File: src/rtl/core/wfr_pkg.sv
// ----------------------------------------------------------------------------
// wfr_pkg
// Types and codes shared by the waiter queue with removal.
// ----------------------------------------------------------------------------
`default_nettype none

package wfr_pkg;

    localparam int ID_W        = 4;
    localparam int CNT_W       = 5;
    localparam int MODE_W      = 2;
    localparam int STATUS_W    = 2;
    localparam int ENTRIES_DEF = 16;
    // ids carry four bits, so no more than this many can ever be queued
    localparam int ID_SPACE    = 1 << ID_W;

    localparam logic [MODE_W-1:0] MODE_PUSH   = 2'd0;
    localparam logic [MODE_W-1:0] MODE_POP    = 2'd1;
    localparam logic [MODE_W-1:0] MODE_REMOVE = 2'd2;

    localparam logic [STATUS_W-1:0] STATUS_DONE    = 2'd0;
    localparam logic [STATUS_W-1:0] STATUS_MISSING = 2'd1;
    localparam logic [STATUS_W-1:0] STATUS_QUEUED  = 2'd2;

    typedef struct packed {
        logic [MODE_W-1:0] mode;
        logic [ID_W-1:0]   entry_id;
    } t_cmd;

    typedef struct packed {
        logic [STATUS_W-1:0] status;
        logic [ID_W-1:0]     entry_out;
        logic [CNT_W-1:0]    count_now;
    } t_result;

endpackage

`default_nettype wire

File: src/rtl/core/waiter_fifo_with_removal_top.sv
// ----------------------------------------------------------------------------
// waiter_fifo_with_removal_top
// Queue of waiter ids held as a singly linked list in a small link memory,
// with an active mark per id, supporting push, pop and removal by id.
// ----------------------------------------------------------------------------
//  channel   ports                          transaction
//  command   i_start, o_busy, i_cmd         at edge with i_start && !o_busy
//  result    o_valid, o_result              one cycle, o_valid high
//
//  push and refused commands are answered from the execute state, pop from the
//  pop state after it, remove from the walk state on reaching the id; the walk
//  reads one link per cycle through the single registered link memory port.
//  o_busy is high from the accepting edge until the result is shown, and a
//  new command may be accepted while a result is on the ports.
//  synchronous active-low reset empties the queue; no clearing pass is needed.
//  the receiver cannot stall results.
// ----------------------------------------------------------------------------
`default_nettype none

module waiter_fifo_with_removal_top #(
    parameter int ENTRIES = wfr_pkg::ENTRIES_DEF
) (
    input  wire logic             i_clk,
    input  wire logic             i_rst_n,
    input  wire logic             i_start,
    input  wire wfr_pkg::t_cmd    i_cmd,
    output logic                  o_busy,
    output logic                  o_valid,
    output wfr_pkg::t_result      o_result
);
    import wfr_pkg::*;

    localparam int DEPTH   = (ENTRIES < ID_SPACE) ? ENTRIES : ID_SPACE;
    localparam int DEPTH_W = $clog2(DEPTH);

    localparam logic [2:0] S_IDLE = 3'd0;
    localparam logic [2:0] S_EXEC = 3'd1;
    localparam logic [2:0] S_POP  = 3'd2;
    localparam logic [2:0] S_WALK = 3'd3;

    logic [ID_W-1:0] r_link [DEPTH];
    logic [ID_W-1:0] r_rd_data;

    logic [2:0]       r_state, n_state;
    t_cmd             r_cmd, n_cmd;
    logic [DEPTH-1:0] r_active, n_active;
    logic [ID_W-1:0]  r_head, n_head;
    logic [ID_W-1:0]  r_tail, n_tail;
    logic [CNT_W-1:0] r_count, n_count;
    logic [ID_W-1:0]  r_cur, n_cur;
    logic [ID_W-1:0]  r_prev, n_prev;
    logic             r_have_prev, n_have_prev;
    logic [CNT_W-1:0] r_steps, n_steps;
    logic             r_valid, n_valid;
    t_result          r_result, n_result;

    logic               rd_en;
    logic [DEPTH_W-1:0] rd_addr;
    logic               wr_en;
    logic [DEPTH_W-1:0] wr_addr;
    logic [ID_W-1:0]    wr_data;

    function automatic logic id_ok(input logic [ID_W-1:0] id);
        return 32'(id) < ENTRIES;
    endfunction

    function automatic logic [DEPTH_W-1:0] to_idx(input logic [ID_W-1:0] id);
        return id[DEPTH_W-1:0];
    endfunction

    logic [CNT_W-1:0] count_dec;
    assign count_dec = (r_count != '0) ? r_count - CNT_W'(1) : '0;

    always_comb begin
        n_state     = r_state;
        n_cmd       = r_cmd;
        n_active    = r_active;
        n_head      = r_head;
        n_tail      = r_tail;
        n_count     = r_count;
        n_cur       = r_cur;
        n_prev      = r_prev;
        n_have_prev = r_have_prev;
        n_steps     = r_steps;
        n_valid     = 1'b0;
        n_result    = r_result;
        rd_en       = 1'b0;
        rd_addr     = to_idx(r_head);
        wr_en       = 1'b0;
        wr_addr     = to_idx(r_tail);
        wr_data     = r_cmd.entry_id;

        unique case (r_state)
            S_IDLE: begin
                if (i_start) begin
                    n_cmd   = i_cmd;
                    n_state = S_EXEC;
                end
            end
            S_EXEC: begin
                n_state  = S_IDLE;
                n_valid  = 1'b1;
                n_result = '{status: STATUS_MISSING, entry_out: '0, count_now: r_count};
                unique case (r_cmd.mode)
                    MODE_PUSH: begin
                        if (!id_ok(r_cmd.entry_id)) begin
                            n_result.status = STATUS_MISSING;
                        end else if (r_active[to_idx(r_cmd.entry_id)]) begin
                            n_result.status = STATUS_QUEUED;
                        end else begin
                            // link the old tail only when the queue holds something
                            wr_en = (r_count != '0);
                            if (r_count == '0) begin
                                n_head = r_cmd.entry_id;
                            end
                            n_tail = r_cmd.entry_id;
                            n_active[to_idx(r_cmd.entry_id)] = 1'b1;
                            n_count = r_count + CNT_W'(1);
                            n_result = '{status: STATUS_DONE, entry_out: r_cmd.entry_id,
                                         count_now: r_count + CNT_W'(1)};
                        end
                    end
                    MODE_POP: begin
                        if (r_count != '0 && id_ok(r_head)) begin
                            rd_en   = 1'b1;
                            n_cur   = r_head;
                            n_valid = 1'b0;
                            n_state = S_POP;
                        end
                    end
                    MODE_REMOVE: begin
                        if (id_ok(r_cmd.entry_id) && r_active[to_idx(r_cmd.entry_id)]
                                && r_count != '0) begin
                            rd_en       = 1'b1;
                            n_cur       = r_head;
                            n_have_prev = 1'b0;
                            n_steps     = '0;
                            n_valid     = 1'b0;
                            n_state     = S_WALK;
                        end
                    end
                    default: begin
                        n_result.status = STATUS_MISSING;
                    end
                endcase
            end
            S_POP: begin
                n_head = r_rd_data;
                n_active[to_idx(r_cur)] = 1'b0;
                n_count = count_dec;
                if (count_dec == '0) begin
                    n_head = '0;
                    n_tail = '0;
                end
                n_valid  = 1'b1;
                n_result = '{status: STATUS_DONE, entry_out: r_cur, count_now: count_dec};
                n_state  = S_IDLE;
            end
            S_WALK: begin
                // r_rd_data holds the link of r_cur
                if (!id_ok(r_cur)) begin
                    n_valid  = 1'b1;
                    n_result = '{status: STATUS_MISSING, entry_out: '0, count_now: r_count};
                    n_state  = S_IDLE;
                end else if (r_cur == r_cmd.entry_id) begin
                    if (!r_have_prev) begin
                        n_head = r_rd_data;
                    end else begin
                        wr_en   = 1'b1;
                        wr_addr = to_idx(r_prev);
                        wr_data = r_rd_data;
                    end
                    if (r_tail == r_cmd.entry_id) begin
                        n_tail = r_have_prev ? r_prev : '0;
                    end
                    n_active[to_idx(r_cur)] = 1'b0;
                    n_count = count_dec;
                    if (count_dec == '0) begin
                        n_head = '0;
                        n_tail = '0;
                    end
                    n_valid  = 1'b1;
                    n_result = '{status: STATUS_DONE, entry_out: r_cur, count_now: count_dec};
                    n_state  = S_IDLE;
                end else if (r_steps + CNT_W'(1) >= r_count) begin
                    n_valid  = 1'b1;
                    n_result = '{status: STATUS_MISSING, entry_out: '0, count_now: r_count};
                    n_state  = S_IDLE;
                end else begin
                    n_prev      = r_cur;
                    n_have_prev = 1'b1;
                    n_cur       = r_rd_data;
                    n_steps     = r_steps + CNT_W'(1);
                    rd_en       = 1'b1;
                    rd_addr     = to_idx(r_rd_data);
                end
            end
            default: begin
                n_state = S_IDLE;
            end
        endcase
        if (r_state == S_EXEC || r_state == S_IDLE) begin
            if (r_state == S_EXEC && (r_cmd.mode == MODE_POP || r_cmd.mode == MODE_REMOVE)) begin
                rd_addr = to_idx(r_head);
            end
        end
    end

    // link memory: one write port, one registered read port
    always_ff @(posedge i_clk) begin
        if (wr_en) begin
            r_link[wr_addr] <= wr_data;
        end
        if (rd_en) begin
            r_rd_data <= r_link[rd_addr];
        end
    end

    always_ff @(posedge i_clk) begin
        if (!i_rst_n) begin
            r_state  <= S_IDLE;
            r_active <= '0;
            r_head   <= '0;
            r_tail   <= '0;
            r_count  <= '0;
            r_valid  <= 1'b0;
        end else begin
            r_state  <= n_state;
            r_active <= n_active;
            r_head   <= n_head;
            r_tail   <= n_tail;
            r_count  <= n_count;
            r_valid  <= n_valid;
        end
    end

    always_ff @(posedge i_clk) begin
        r_cmd       <= n_cmd;
        r_cur       <= n_cur;
        r_prev      <= n_prev;
        r_have_prev <= n_have_prev;
        r_steps     <= n_steps;
        r_result    <= n_result;
    end

    assign o_busy   = (r_state != S_IDLE);
    assign o_valid  = r_valid;
    assign o_result = r_result;

endmodule

`default_nettype wire

File: config.mk
export PLATFORM = sky130hd
export DESIGN_NAME = waiter_fifo_with_removal_top
export DESIGN_NICKNAME = d
export VERILOG_FILES = /design/src/rtl/core/wfr_pkg.sv /design/src/rtl/core/waiter_fifo_with_removal_top.sv
export SDC_FILE = /design/constraint.sdc
export NUM_CORES = 1
export LEC_CHECK = 0
export BUFFER_PORTS_ARGS = -buffer_cell sky130_fd_sc_hd__buf_2
export CORE_ASPECT_RATIO = 0.5
export CORE_MARGIN = 3
export CORE_UTILIZATION = 50
export DETAILED_ROUTE_END_ITERATION = 10
export PLACE_DENSITY = 0.74
export SLEW_MARGIN = 10
export SYNTH_ARGS = -nofsm -noshare
export SYNTH_HDL_FRONTEND = slang
export SYNTH_SLANG_ARGS = --single-unit
File: constraint.sdc
create_clock -name i_clk -period 3.8 [get_ports i_clk]
set_input_delay 0 -clock i_clk [delete_from_list [all_inputs] [get_ports i_clk]]
set_output_delay 0 -clock i_clk [all_outputs]
set_load 0.005 [all_outputs]
==> Word level (Yosys, flattened, before mapping) <==
Memories as Yosys holds them, arrays and structs flattened. A register that Yosys moved wholly into a read port is not among the register bits.
Cells that the tools add are included.
{ "classes": {"n_addsub": 3, "magnitude_cmp": 5, "eq_ne": 23, "mux": 91, "bitwise_logic": 5, "reduce_logical": 23} }
{ "ops": {"columns": ["operator", "n"], "rows": [
  ["$mux 4", 29],
  ["$mux 16", 3],
  ["$pmux 16 s3", 1],
  ["$mux 5", 8],
  ["$pmux 11 s3", 1],
  ["$pmux 4 s3", 2],
  ["$mux 11", 2],
  ["$mux 1", 21],
  ["$mux 9", 2],
  ["$reduce_and 6->1", 3],
  ["$and 16x16->16", 1],
  ["$ne 2x2->1 const B", 8],
  ["$not 16->16", 1],
  ["$or 16x16->16", 1],
  ["$pmux 4 s2", 2],
  ["$ne 3x3->1 const B", 5],
  ["$pmux 5 s3", 1],
  ["$add 5x1->5 const B", 2],
  ["$logic_not 5->1", 2],
  ["$lt 4x5->1 const B", 2],
  ["$pmux 1 s2", 5],
  ["$pmux 5 s2", 1],
  ["$mux 3", 3],
  ["$pmux 3 s3", 1],
  ["27 further kinds", 43]
]} }
{ "word_totals": {"register_bits": 64, "mem_bits_rw": 64, "input_bits": 9, "out_inout_bits": 13, "wordCells": 166, "memories": 1} }
{ "memory_table": {"columns": ["name", "depth", "word_bits", "rd", "rd_ports_with_merged_regs", "write_ports", "line", "text"], "rows": [
  ["r_link", 16, 4, 1, 1, 1, "waiter_fifo_with_removal_top.sv:41", "logic [ID_W-1:0] r_link [DEPTH];"]
]} }

==> Longest topological paths before layout <==
Gate-level depths: netlist of the first run.
{ "depth": {"ltp_word": 8, "mapped_depth": 11, "mapped_depth_nobuf": 10} }

==> Least setup slack after synthesis of the first run <==
OpenSTA, ideal clock, no wires.
{ "synth_path": {"path_kind": "reg2reg", "startpoint": "reg r_steps[0]", "endpoint": "reg r_rd_data[0], read port of r_link (data pin)", "setup_time_ps": 272, "t_arrival_ps": 3047, "required_ps": 3528, "setup_slack_ps": 481, "stages_incl_launch_ff": 12, "n_path_buf": 1, "synth_period_minus_slack_ps": 3319, "path_cell_list": "edfxtp_1 > ha_1 > nand3_1 > xnor2_1 > ha_1 > o21a_1 > a211oi_2 > mux2i_1 > buf_2 > mux2i_1 > o22ai_1 > or4_1"} }
{ "synth_between": {"elab_chain_cells": 7, "elab_cells_between_ends": 10, "cone_classes": "add/sub (1); order compare (1); mux (8)"} }
{ "synth_lines": {"columns": ["item", "line", "text"], "rows": [
  ["start: declaration", "waiter_fifo_with_removal_top.sv:53", "logic [CNT_W-1:0] r_steps, n_steps;"],
  ["start signal: assignment", "waiter_fifo_with_removal_top.sv:242", "r_steps <= n_steps;"],
  ["$add 5x1->5 (*)", "waiter_fifo_with_removal_top.sv:185", "end else if (r_steps + CNT_W'(1) >= r_count) begin"],
  ["$ge 5x5->1 (*)", "waiter_fifo_with_removal_top.sv:185", null],
  ["$mux 4", "waiter_fifo_with_removal_top.sv:185", null],
  ["$mux 4", "waiter_fifo_with_removal_top.sv:165", "end else if (r_cur == r_cmd.entry_id) begin"],
  ["$mux 4", "waiter_fifo_with_removal_top.sv:93", "unique case (r_state)"],
  ["$mux 4", "waiter_fifo_with_removal_top.sv:203", "if (r_state == S_EXEC && (r_cmd.mode == MODE_POP || r_cmd.mode == MODE_REMOVE)) begin"],
  ["$mux 4", "waiter_fifo_with_removal_top.sv:202", "if (r_state == S_EXEC || r_state == S_IDLE) begin"],
  ["end: declaration", "waiter_fifo_with_removal_top.sv:42", "logic [ID_W-1:0] r_rd_data;"]
]} }
Mark *: on every way between the ends. The rest lies on a longest branch, timed or not.
A chain may end at the register's enable or synchronous reset.

==> Worst setup path in the final report of the first run <==
{ "layout_path": {"startpoint": "reg r_steps[0]", "endpoint": "reg r_rd_data[1], read port of r_link (data pin)"} }
Same word-level chain as after synthesis.

==> results.toml, run 1 <==
[run_status]
outcome = "finished, final reports clean"

[placement]
gp_congestion = 0.858
dp_cells = 721
io_buffers = 21
place_ws_ns = 0.349
hpwl_um = 9720
place_area_um2 = 6740

[floorplan]
io_pins = 22
die-area_um2 = 14200
start_util_pct = 52.4
num_rows = 28
dieWidth_um = 165
die_y_um = 85.7
fp.coreArea_um2 = 12100

[synthesis]
synth_most_common_cell = "edfxtp_1"
synth_edf_count = 99
synth_fp_nets = 562
synth.area.top_cells = "edfxtp_1 47%, dfxtp_1 10%, mux2i_1 6.0%"
synth_top_cell_area_share_pct = 46.8
synth_top_area_cell = "edfxtp_1"
avgSynthCellArea_um2 = 11.7
ys_seq_elements = 131
yosysSeqAreaShare_pct = 56.9
syn_area_um2 = 6360
synth_commonest_cells = "99 x edfxtp_1, 45 x nor2_1, 39 x nand2_1"
synthFlopType = "edfxtp_1"
synthArstFlopShare_pct = 0
netlist_instances = 541
synth_cell_types = 56
yosys_warnings = 0

[cells_and_area]
syn2layout_area_growth_pct = 16.2
layout-drive-gt1-share_pct = 17.1
fin_cells = 760
nNetsFinal = 603
post-route-util_pct = 61.0
antenna_cells = 0
design_area_um2 = 7390

[clock_tree]
cts_tree = "built"
cts_inserted_buffers = 17
cts_setup_buffers = 0
cts_htree_levels = 4
postCtsHoldBufs = 7
clkSinkCount = 131
clockRootBuffer = "clkbuf_16"
clk_pin_slew_worst_paths_ns = 0.06
insertion_delay_ns = 0.43
clk_path_buf_depth = 2
cts_resized = 0

[critical_path]
cpMaxStageDelayCell = "or4_1"
critPathArrivalTime_ns = 3.63
crit_top_cell = "ha_1"
critPathKind = "reg2reg"
path_max_fanout = 15
crit_required_ns = 3.96
ff2ff_path_depth = 11
worstSetupStartpointType = "flip-flop"
r2r-start = "r_steps[0]"
cp_top_family = "simple AND/OR/NAND/NOR gates"
cp_num_buf_inv = 1
timing.rr.end = "r_rd_data[1]"
critPathMaxStageDelay_ns = 0.51
path_cells = "ha_1, nand3_1, xnor2_1, ha_1, o21a_1, a211oi_2, buf_4, mux2_2, nand2_1, o22ai_1, or4_1"
ff2ff_setup_slack_ns = 0.33
endpoint_kind = "flip-flop"

[route]
drt_iter0_markers = 430
wl_um = 14500
dr.pass1.iters = 6
vias_per_cell = 5.88
ant_nets = 0
vias = 4472
avgRoutedWirePerCell_um = 19.1
drc = 0

[sta]
final.setup.tns_ns = 0
slew_viol_final = 0
slew_headroom_pct = 45.9
max_freq_ghz = 0.288
fin_skew_ns = 0.0128
rsz0062_at_grt = "no"
setup_slack_ns = 0.333
final-setup-viol-count = 0
holdWs_ns = 0.162
tightest_slew_ns = 0.805
hold_viol = 0
period_share_pct = 91.2
final.min_clock_period_ns = 3.47

[worst_hold_path]
worstHoldStart = "i_rst_n"
min_path_type = "in2reg"
hold_depth = 3
whs_endpoint = "r_tail[1]"

[power]
p_int_mw = 2.54
pwr-share-clk_pct = 48.6
power.switching_uw = 798
pwr-share-comb_pct = 4.5
power.density_nw_per_um2 = 452
p_total_mw = 3.34
sw_frac_of_total_pct = 23.9
vdd_drop_max_v = 0.000328
cellLeakagePower_nw = 2.88
p_seq_share_pct = 46.8

[global_route]
overflow = 0
antenna_found_initial = 0
grt_max_degree = 41
grt_pass1_vias = 4421
grt_usage_pct = 21.7
grt_pass1_wl_um = 23400

[run]
max_cap_violations = 0
-- power groups by stage --
stage          logic (mW)  clock network (mW)  registers [mW]
6_report            0.152                1.62            1.56
5_1_grt             0.167                1.69            1.56
4_1_cts             0.151                1.64            1.56
3_5_place_dp        0.145                   0            1.59
3_3_place_gp        0.142                   0            1.59
2_1_floorplan      0.0984                   0            1.59
-- how the worst max path moves through the flow --
stage	start	to	depth (start not counted)
floorplan	r_steps[0]	r_rd_data[0]	11
global placement	r_steps[0]	r_rd_data[1]	11
detailed placement	r_steps[0]	r_rd_data[0]	11
CTS	r_steps[0]	r_rd_data[0]	11
global route	r_steps[0]	r_rd_data[0]	10
finish	r_steps[0]	r_rd_data[1]	11
-- routing by layer --
layer / global-route usage [%] / share of wire [%] / up-vias
li1: - / - / 2117
met1: 28.5 / 43 / 2111
met2: 35.5 / 46 / 211
met3: 5.07 / 7.9 / 33
met4: 8.00 / 2.1 / 0
met5: 0 / 0 / -
-- cell type report --
class	count	area, um^2
well taps	165	206
repair buffers	50	353
clock inverters	15	158
inverters	15	56.3
clock buffers	17	425
fillers	924	4730
multi-input cells	367	2580
flip-flops and latches	131	3610
-- placed cells by master (no fill, tap or decap), types with 8 or more instances in the layout --
cell type	instances
and2_1	11
nor2_1	45
xor2_1	9
ha_1	12
edfxtp_1	99
buf_4	21
nand3_1	14
a21oi_1	17
nand2b_1	10
o21ai_0	21
mux2_2	11
dfxtp_1	32
o22ai_1	16
nand2_1	39
clkbuf_16	17
a31oi_1	9
inv_1	15
buf_2	21
a21o_1	8
mux2i_1	37
nor2b_1	14
-- worst min-delay path, delay by kind of cell --
family	cells	cell delay, ns
buffers and inverters	1	0.33
AOI/OAI and AO/OA	1	0.06
and+or+nand+nor	1	0.14
-- flip-flops by register name, summed over array words and instances, names as in the netlist --
name / cells
r_have_prev: 1
r_cmd: 6
r_count: 5
r_cur: 4
r_tail: 4
r_rd_data: 4
r_state: 2
r_head: 4
o_valid: 1
o_result: 11
r_steps: 5
r_link: 64
r_active: 16
r_prev: 4
-- cells by family (layout without fill, tap and decap cells) --
| group | Yosys count | count (layout) | synth area share (%) |
|---|---|---|---|
| AOI/OAI and AO/OA | 112 | 112 | 12.0 |
| xor gates and xnor gates | 14 | 14 | 1.93 |
| and+or+nand+nor | 175 | 175 | 14.4 |
| adders and majority gates | 12 | 12 | 2.36 |
| buffers and inverters | 43 | 97 | 2.81 |
| DFF | 131 | 131 | 56.9 |
| muxes | 54 | 54 | 9.70 |
Power figures use the tool's default switching activity.
==> inputs of run 2 (changes only) <==
--- a/config.mk
+++ b/config.mk
@@ -8,9 +8,9 @@
 export BUFFER_PORTS_ARGS = -buffer_cell sky130_fd_sc_hd__buf_2
 export CORE_ASPECT_RATIO = 0.5
 export CORE_MARGIN = 3
-export CORE_UTILIZATION = 50
+export CORE_UTILIZATION = 25
 export DETAILED_ROUTE_END_ITERATION = 10
-export PLACE_DENSITY = 0.74
+export PLACE_DENSITY = 0.47
 export SLEW_MARGIN = 10
 export SYNTH_ARGS = -nofsm -noshare
 export SYNTH_HDL_FRONTEND = slang
==> run 2 against run 1 <==
  * Hold slack got worse by 0.0017 ns
  * Critical path depth fell by 1
  * Sequential share of layout area fell by 1.5 points
  * Worst setup slack got worse by 0.023 ns
  * Combinational power barely moved
  * First-iteration DRC count rose by 7.7%
  * Critical endpoint unchanged
  * Largest cell class unchanged
  * Largest power group unchanged
  * Highest routed layer unchanged
==> results.toml, run 2 (synthesized netlist as in run 1, its figures left out) <==
[cells_and_area]
syn2layout_area_growth_pct = 20.0
fillerInstances = 2461
layout-drive-gt1-share_pct = 16.8
layout_common_cells = "99 x edfxtp_1, 45 x nor2_1, 39 x nand2_1"
design_area_um2 = 7630
largest_reg_flops = 64
antenna_cells = 0
mostFrequentLayoutCell = "edfxtp_1"
nNetsFinal = 602
largest_register = "r_link"

[route]
drt_iter0_markers = 463
vias_per_cell = 4.69
dr.pass1.iters = 5
ant_nets = 0
vias = 4359
wl_um = 16100
avgRoutedWirePerCell_um = 17.3
drc = 0

[sta]
fin_skew_ns = 0.00577
tightest_slew_ns = 0.753
slew_headroom_pct = 49.6
max_freq_ghz = 0.287
holdWs_ns = 0.160
final.setup.tns_ns = 0
hold_viol = 0
period_share_pct = 91.9
slew_viol_final = 0
rsz0062_at_grt = "no"
final-setup-viol-count = 0
final.min_clock_period_ns = 3.49

[clock_tree]
postCtsHoldBufs = 7
cts_inserted_buffers = 17
cts_resized = 0
clk_pin_slew_worst_paths_ns = 0.06
clk_path_buf_depth = 2
cts_htree_levels = 4
cts_setup_buffers = 0
clockRootBuffer = "clkbuf_16"
cts_tree = "built"
insertion_delay_ns = 0.42
clkSinkCount = 131

[power]
power.switching_uw = 789
vdd_drop_max_v = 0.000211
pwr-share-comb_pct = 4.4
sw_frac_of_total_pct = 22.9
pwr-share-clk_pct = 50.2
power.density_nw_per_um2 = 452
p_seq_share_pct = 45.3
p_int_mw = 2.66
cellLeakagePower_nw = 2.89

[global_route]
overflow = 0
grt_pass1_wl_um = 25600
met3_usage_pct = 2.50
grt_max_degree = 41
grt_pass1_vias = 4415
grt_usage_pct = 12.1
antenna_found_initial = 0
grtUsageMet1_pct = 17.2
gr-usage-met2_pct = 18.0
grt_busiest_layer = "met2"

[run]
max_cap_violations = 0

[floorplan]
start_util_pct = 26.0
fp.coreArea_um2 = 24500
num_rows = 40
dieWidth_um = 231
die-area_um2 = 27500
io_pins = 22
die_y_um = 119

[critical_path]
critPathArrivalTime_ns = 3.65
crit_required_ns = 3.96
endpoint_kind = "flip-flop"
worstSetupStartpointType = "flip-flop"
ff2ff_setup_slack_ns = 0.31
critPathKind = "reg2reg"
path_max_fanout = 15

[run_status]
outcome = "finished, final reports clean"

[placement]
hpwl_um = 11200
gp_congestion = 0.779
io_buffers = 21
place_area_um2 = 6940

[worst_hold_path]
min_path_type = "in2reg"
run 2: changes by cell type in the layout (fill, tap and decap cells not counted), sizes merged:
cell,before,now
clkinv,1,3
buf,43,42
inv,25,23
clkinvlp,3,1
bufinv,1,3
run 2: stage by stage:
stage	worst slack (ns)	util, %	cells	power [mW]
2_1_floorplan	0.481	-	541	1.69
3_3_place_gp	0.368	28.4	891	1.74
3_5_place_dp	0.310	28.4	891	1.75
4_1_cts	0.280	31.2	930	3.49
5_1_grt	0.0667	31.2	930	3.57
6_report	0.310	31.2	930	3.45
run 2: routing by layer:
| metal | vias to the layer above | wire (um) |
|---|---|---|
| li1 | 2119 | - |
| met1 | 2123 | 8170 |
| met2 | 93 | 7070 |
| met3 | 24 | 546 |
| met4 | 0 | 351 |
| met5 | - | 0 |
run 2: area by class of cell:
class	instances	area (um^2)	share of cell area [%]
Clock buffer	17	425	5.58
Clock inverter	15	191	2.51
Inverter	15	56.3	0.738
Multi-Input combinational cell	367	2580	33.8
Sequential cell	131	3610	47.4
Tap cell	336	420	5.51
Timing Repair Buffer	49	345	4.53
run 2: worst paths after layout:
path	startpoint	end	cells past startpoint
max	r_steps[0]	r_rd_data[1]	10
min	i_rst_n	r_tail[2]	3
max reg2reg	r_steps[0]	r_rd_data[1]	10
min reg2reg	r_active[0]	r_active[0]	2
run 2: power by group through the flow:
stage	Clock [mW]	Combinational (mW)	Sequential, mW
floorplan	0	0.0984	1.59
global placement	0	0.149	1.60
detailed placement	0	0.150	1.60
CTS	1.77	0.155	1.56
global route	1.83	0.171	1.57
finish	1.73	0.153	1.56
run 2: critical path: stages, from the launching register on:
cell and delay (ns):
edfxtp_1 0.44, ha_1 0.35, ha_1 0.28, o21ai_0 0.16
o21ai_0 0.12, a211oi_2 0.38, buf_4 0.32, mux2_2 0.40
nand2_1 0.15, o22ai_1 0.11, or4_1 0.52
